$ cat src/ballistic_impact_threat_check_core_defines.svh
// Assertion macros shared by the threat check RTL.
// No dependencies; included by the modules that carry checks.
`ifndef BALLISTIC_IMPACT_THREAT_CHECK_CORE_DEFINES_SVH
`define BALLISTIC_IMPACT_THREAT_CHECK_CORE_DEFINES_SVH
`ifndef SYNTH
`define BTC_ASSERT(lbl, prop, msg) \
  lbl: assert property (@(posedge clk_i) disable iff (!rst_ni) prop) else $error(msg);
`define BTC_NEVER(lbl, cond, msg) \
  lbl: assert property (@(posedge clk_i) disable iff (!rst_ni) !(cond)) else $error(msg);
`else
`define BTC_ASSERT(lbl, prop, msg)
`define BTC_NEVER(lbl, cond, msg)
`endif
`endif

$ cat src/btc_pkg.sv
// Shared types and constants for the ballistic impact threat check.
// No dependencies.
package btc_pkg;

  localparam int DATA_WIDTH_DEF = 32;
  localparam int QUEUE_DEPTH = 4;

  typedef enum logic [2:0] {
    V_THREAT      = 3'd0,
    V_GROUNDED    = 3'd1,
    V_LEFT        = 3'd2,
    V_NO_ROOT     = 3'd3,
    V_NO_POS_TIME = 3'd4,
    V_OUTSIDE     = 3'd5
  } verdict_e;

  // register indexes
  localparam logic [1:0] REG_GROUND = 2'd0;
  localparam logic [1:0] REG_LEFT   = 2'd1;
  localparam logic [1:0] REG_RIGHT  = 2'd2;

  typedef struct packed {
    logic full;
    logic empty;
  } queue_stat_t;

  // queue entry: pos_x, vel_x, vel_y, grav, idle, calc, verdict, radicand
  function automatic int entry_width(int w);
    return 6 * w + 5;
  endfunction

endpackage

$ cat src/btc_queue.sv
// Small register queue between front and back ends.
// Depends on btc_pkg and the assertion macro header.
`include "ballistic_impact_threat_check_core_defines.svh"
module btc_queue #(
  parameter int WIDTH = 8,
  parameter int DEPTH = btc_pkg::QUEUE_DEPTH
) (
  input  logic                  clk_i,
  input  logic                  rst_ni,
  input  logic                  push_i,
  input  logic [WIDTH-1:0]      data_i,
  input  logic                  pop_i,
  output logic [WIDTH-1:0]      data_o,
  output btc_pkg::queue_stat_t  stat_o
);
  import btc_pkg::*;
  localparam int AW = $clog2(DEPTH);

  logic [WIDTH-1:0] mem_q [DEPTH];
  logic [AW-1:0]    wr_q, rd_q;
  logic [AW:0]      cnt_q;
  logic             do_push, do_pop;

  assign stat_o.full  = (cnt_q == (AW+1)'(DEPTH));
  assign stat_o.empty = (cnt_q == '0);
  assign do_push      = push_i && !stat_o.full;
  assign do_pop       = pop_i && !stat_o.empty;
  assign data_o       = mem_q[rd_q];

  always_ff @(posedge clk_i) begin
    if (do_push) mem_q[wr_q] <= data_i;
  end

  // pointers and fill count
  always_ff @(posedge clk_i or negedge rst_ni) begin
    if (!rst_ni) begin
      wr_q  <= '0;
      rd_q  <= '0;
      cnt_q <= '0;
    end else begin
      if (do_push) wr_q <= wr_q + 1'b1;
      if (do_pop)  rd_q <= rd_q + 1'b1;
      if (do_push && !do_pop)      cnt_q <= cnt_q + 1'b1;
      else if (do_pop && !do_push) cnt_q <= cnt_q - 1'b1;
    end
  end

  `BTC_NEVER(a_q_over, cnt_q > (AW+1)'(DEPTH), "queue count over depth")
  `BTC_ASSERT(a_q_inc, do_push && !do_pop |=> cnt_q == $past(cnt_q) + 1'b1, "count not bumped")
  `BTC_ASSERT(a_q_ptr, stat_o.empty |-> wr_q == rd_q, "empty queue with pointer gap")

endmodule

$ cat config.mk
export PLATFORM = sky130hd
export DESIGN_NAME = btc_queue
export DESIGN_NICKNAME = d
export VERILOG_FILES = /design/src/btc_pkg.sv /design/src/btc_queue.sv
export VERILOG_INCLUDE_DIRS = /design/src /design/src/src
export SDC_FILE = /design/constraint.sdc
export NUM_CORES = 1
export LEC_CHECK = 0
export BUFFER_PORTS_ARGS = -buffer_cell sky130_fd_sc_hd__buf_4
export CORE_MARGIN = 2
export CORE_UTILIZATION = 59
export DETAILED_ROUTE_END_ITERATION = 8
export PLACE_DENSITY = 0.84
export SLEW_MARGIN = 40
export SYNTH_ARGS = -nofsm -noshare
export SYNTH_HDL_FRONTEND = slang
export SYNTH_SLANG_ARGS = --single-unit
$ cat constraint.sdc
create_clock -name clk_i -period 5.91 [get_ports clk_i]
set_input_delay 0 -clock clk_i [delete_from_list [all_inputs] [get_ports clk_i]]
set_output_delay 0 -clock clk_i [all_outputs]
set_load 0.05 [all_outputs]
* Yosys cells after proc, flatten, opt, wreduce, memory -nomap -nowiden
Memory sizes are Yosys's and may differ from the RTL's.
Cells that the tools add are included.
** Storage, ports and cells
- Bits in writable memories :: 32
- Memories kept :: 1
- Bits in registers :: 7
** Memories
- mem_q :: words 4, width 8, read ports 1, clocked after Yosys merged registers in 0, wr ports 1, RTL line btc_queue.sv:19 : logic [WIDTH-1:0] mem_q [DEPTH];
** Operators by class
- Muxes and demuxes :: 4
- Equality and inequality tests :: 1
- Reductions and logical operators :: 10
- $add $sub $neg :: 4
** Operator list (number)
- two-way mux 3 bit :: 2
- adder 2 x 1 -> 2 bit, second input constant :: 2
- logical AND 1 bit :: 4
- zero test 1 bit :: 4
- adder 3 x 1 -> 3 bit, second input constant :: 1
- == test 3 bit, second input constant :: 1
- zero test 3 bit :: 1
- subtractor 3 x 1 -> 3 bit, second input constant :: 1
- two-way mux 1 bit :: 2
- nonzero test 2 bit :: 1

* Depth between registers and ports, before layout
- Depth after elaboration :: 7
- Depth in mapped cells :: 9

* Worst setup path after synthesis
OpenSTA, ideal clock, no wires.
- Path type :: register -> register
- From :: reg cnt_q[0]
- To :: reg cnt_q[2]
- Period minus slack after synthesis :: 2926 ps
- Stages on the path, launching flop included :: 9
- Arrival :: 2847 ps
- Slack :: 2984 ps
- Cells stage by stage :: dfrtp_1 nor3_1 nand2b_1 ha_1 inv_1 fa_1 xor2_1 nor2_1 xor2_1
** RTL lines
- start: declaration :: RTL line btc_queue.sv:21 : logic [AW:0] cnt_q;
- start signal: assignment :: RTL line btc_queue.sv:43 : if (do_push && !do_pop) cnt_q <= cnt_q + 1'b1;
- start signal: assignment :: RTL line btc_queue.sv:44 : else if (do_pop && !do_push) cnt_q <= cnt_q - 1'b1;

* Final worst setup path
- From :: reg cnt_q[0]
- To :: reg cnt_q[2]
** Between the ends
- Word-level cells in the longest chain between the ends :: 6
** Ends and longest elaborated chain
- branches (longest 6 deep; another with subtractor 3 x 1 -> 3 bit)
Several ways; the timed one is not identified. The select of a mux whose other input is x is not followed.
A chain may end at the register's enable or synchronous reset.

==> metrics.txt <==
status=complete, no violations; final setup fails=0; Hold WC Path Type=in2reg; Max-cap violations=0; CP peak stage delay=0.47 ns; Final Critical Period=around 2.1 ns; fmax=roughly 470 MHz; IO Count=22; grt ovf=0; clock power share=0.121; fraction of layout cells with a size suffix above 1=0.368; total core area=2520 sq um; Psw=389 uW; worst vdd ir=0.000385 V; CP dominant cell by count=xor2_1; Unique masters post-synth=20; Syn Area/Cell=20.6 sq um; Final GP Congestion=around 0.7; CTS Buffer Depth=2; Compound-Gate Fraction of Synth Area=0; synth warn=0; unrepaired setup endpoints after global routing=false; largest net degree at the start of global routing=12; Int Pwr=597 uW; Clock Sinks=39; DIE WIDTH=55.9 microns; layout net count=roughly 130; leakage power=~0.72 nW; crit path cell chain=nor3_1, nand2b_1, ha_1, inv_1, fa_1, xor2_1, nor2_1, xor2_1; DRC viols=0; Total GRT Usage=0.184; largest family of logic cells by synthesized area=multiplexers; CP max-delay cell=dfrtp_1; initial antenna violation count=0; switching portion of total power=0.394; total setup buffers inserted after CTS=0; placed cell count=125; Critical Path RT=6.16 ns; final std cells w/o fill=144; share of power burned in registers=0.444; clock transition at the registers of the reported paths=approximately 0.10 ns; CP endpoint kind=flip-flop; worst path buffer plus inverter count=1; total power=986 uW; CP max FO=4; synthesized flop and latch total=39; die height=55.9 microns; H-tree depth=2; Final Instance Area=1920 sq um; site row count=18; Synth Area in Adders=0.0520; final setup TNS=0 ns; Area after DPL=1760 sq um; Post-Syn Area=1590 sq um; Startpoint Class=flip-flop; Syn-to-layout area delta=21.0%; WL final=2.36 mm; number of buffers created by CTS=5; antenna cell count=0; power share of the combinational group=0.435; Synth Area in XOR/XNOR=0.0331; starting density of the core=0.630; Post-Syn Nets=95; post-synthesis sequential area ratio=0.715; first-pass GRT wire length=approximately 4.1 mm; Post-Synth Simple-Gate Area=0.0504; Final Hold Fails=0; Filler cells=roughly 150; Final Max Slew Viols=0; worst skew pair latency=0.33 ns; die area=3120 sq um; headroom to the max-slew limit=0.614; final period utilization=0.357; vias in the first global route=slightly above 800; final hold slack=0.152 ns; cell family with most CP delay=simple AND/OR/NAND/NOR gates; clk_skew=0.0130 ns; via count=777; DR iter-0 viols=14; drt first pass iters=4; crit path DAT=2.37 ns; worst slew pin tran=around 0.58 ns; critical path type=reg2reg; average routed wire per standard cell=16.4 microns; Clock Tree Root=clkbuf_4; Synth Instances=77; Pwr Density=513 nW/um^2; post-synthesis mux area share=0.130; port buffer count=21; post-route ant nets=0; Vias per Instance=5.40; TritonCTS clock tree=built; hpwl dp=1.58 mm
[layout by cell type, fill, tap and decap left out, drive strengths merged]
cell	Yosys	layout
and2	4	4
fa	1	1
nor2	1	1
dfrtp	7	7
nor3	1	1
ha	5	5
nand3b	1	1
mux4	8	8
buf	2	21
inv	3	3
nor2b	1	1
clkbuf	1	6
clkinv	0	2
dlygate4sd3	0	11
nor3b	1	1
xnor2	4	4
xor2	2	2
edfxtp	32	32
mux2	2	2
nand2b	1	1
[worst min-delay path: stages]
cell,delay (ns)
buf_4,0.11
nor2b_2,0.20
xnor2_1,0.13
[path summary, 6_finish.rpt]
| kind | startpoint | to | slack [ns] | cells past startpoint |
|---|---|---|---|---|
| min in group asynchronous | rst_ni | rd_q[0] | 0.62 | 3 |
| hold / removal | push_i | wr_q[0] | 0.15 | 3 |
| setup reg to reg | cnt_q[0] | cnt_q[2] | 3.80 | 8 |
| hold reg to reg | cnt_q[2] | cnt_q[2] | 0.53 | 1 |
| setup / recovery | cnt_q[0] | cnt_q[2] | 3.80 | 8 |
| max in group asynchronous | rst_ni | wr_q[0] | 5.05 | 3 |
[metrics by stage]
stage	worst slack (ns)	util
after detailed placement	3.84	0.699
after global placement	3.94	0.699
after floorplan	2.98	-
after global routing	3.67	0.762
final	3.80	0.762
after CTS	3.84	0.762
[timing repair]
| item | 4_1_cts | 5_1_grt |
|---|---|---|
| resized for setup | 0 | 0 |
| hold endpoints to repair | 41 | 0 |
| hold buffers | 11 | 0 |
[synthesized netlist by cell type]
cell       n  area [sq um]
nor3b_4    1          18.8
nor2_1     1          3.75
nor2b_2    1          8.76
dfrtp_1    7           175
mux2_2     1          11.3
inv_1      3          11.3
fa_1       1          20.0
buf_6      1          11.3
xnor2_1    4          35.0
buf_2      1          5.00
mux2_4     1          15.0
edfxtp_1  32           961
mux4_2     8           180
nor3_1     1          5.00
and2_2     4          30.0
nand3b_1   1          7.51
ha_1       5          62.6
xor2_1     2          17.5
clkbuf_1   1          3.75
nand2b_1   1          6.26
[power groups by stage]
stage                     Combinational [mW]  Sequential (mW)  Clock (mW)
after floorplan                        0.360            0.404           0
after global placement                 0.424            0.440           0
after detailed placement               0.427            0.446           0
after CTS                              0.434            0.441       0.123
after global routing                   0.457            0.451       0.138
final                                  0.429            0.438       0.120
[flip-flops by register name, summed over array words and instances, names as in the netlist]
register and flops:
cnt_q 3, mem_q 32, rd_q 2, wr_q 2
[area by class of cell]
| cell class | count | area, sq um | area share |
|---|---|---|---|
| clock buffers | 6 | 41.3 | 0.0215 |
| multi-input cells | 32 | 422 | 0.219 |
| well taps | 30 | 37.5 | 0.0195 |
| repair buffers | 32 | 268 | 0.139 |
| clock inverters | 2 | 7.51 | 0.00390 |
| flip-flops and latches | 39 | 1140 | 0.591 |
| inverters | 3 | 11.3 | 0.00586 |
[routing by layer]
layer	vias to the layer above	wire length, microns	part of all wire	global-route usage
li1	362	-	-	-
met1	393	1010	0.43	0.239
met2	17	1220	0.52	0.284
met3	5	80	0.034	0.0419
met4	0	44	0.019	0.112
met5	-	0	0	0
[cells by family (layout without fill, tap and decap cells)]
kind of cell  count (synthesis)  in the layout
xor+xnor                      6              6
fa+ha+maj                     6              6
buf+inv                       6             43
flops                        39             39
mux                          10             10
simple gates                 10             10
Note: power is estimated with default switching activity, not from simulation.
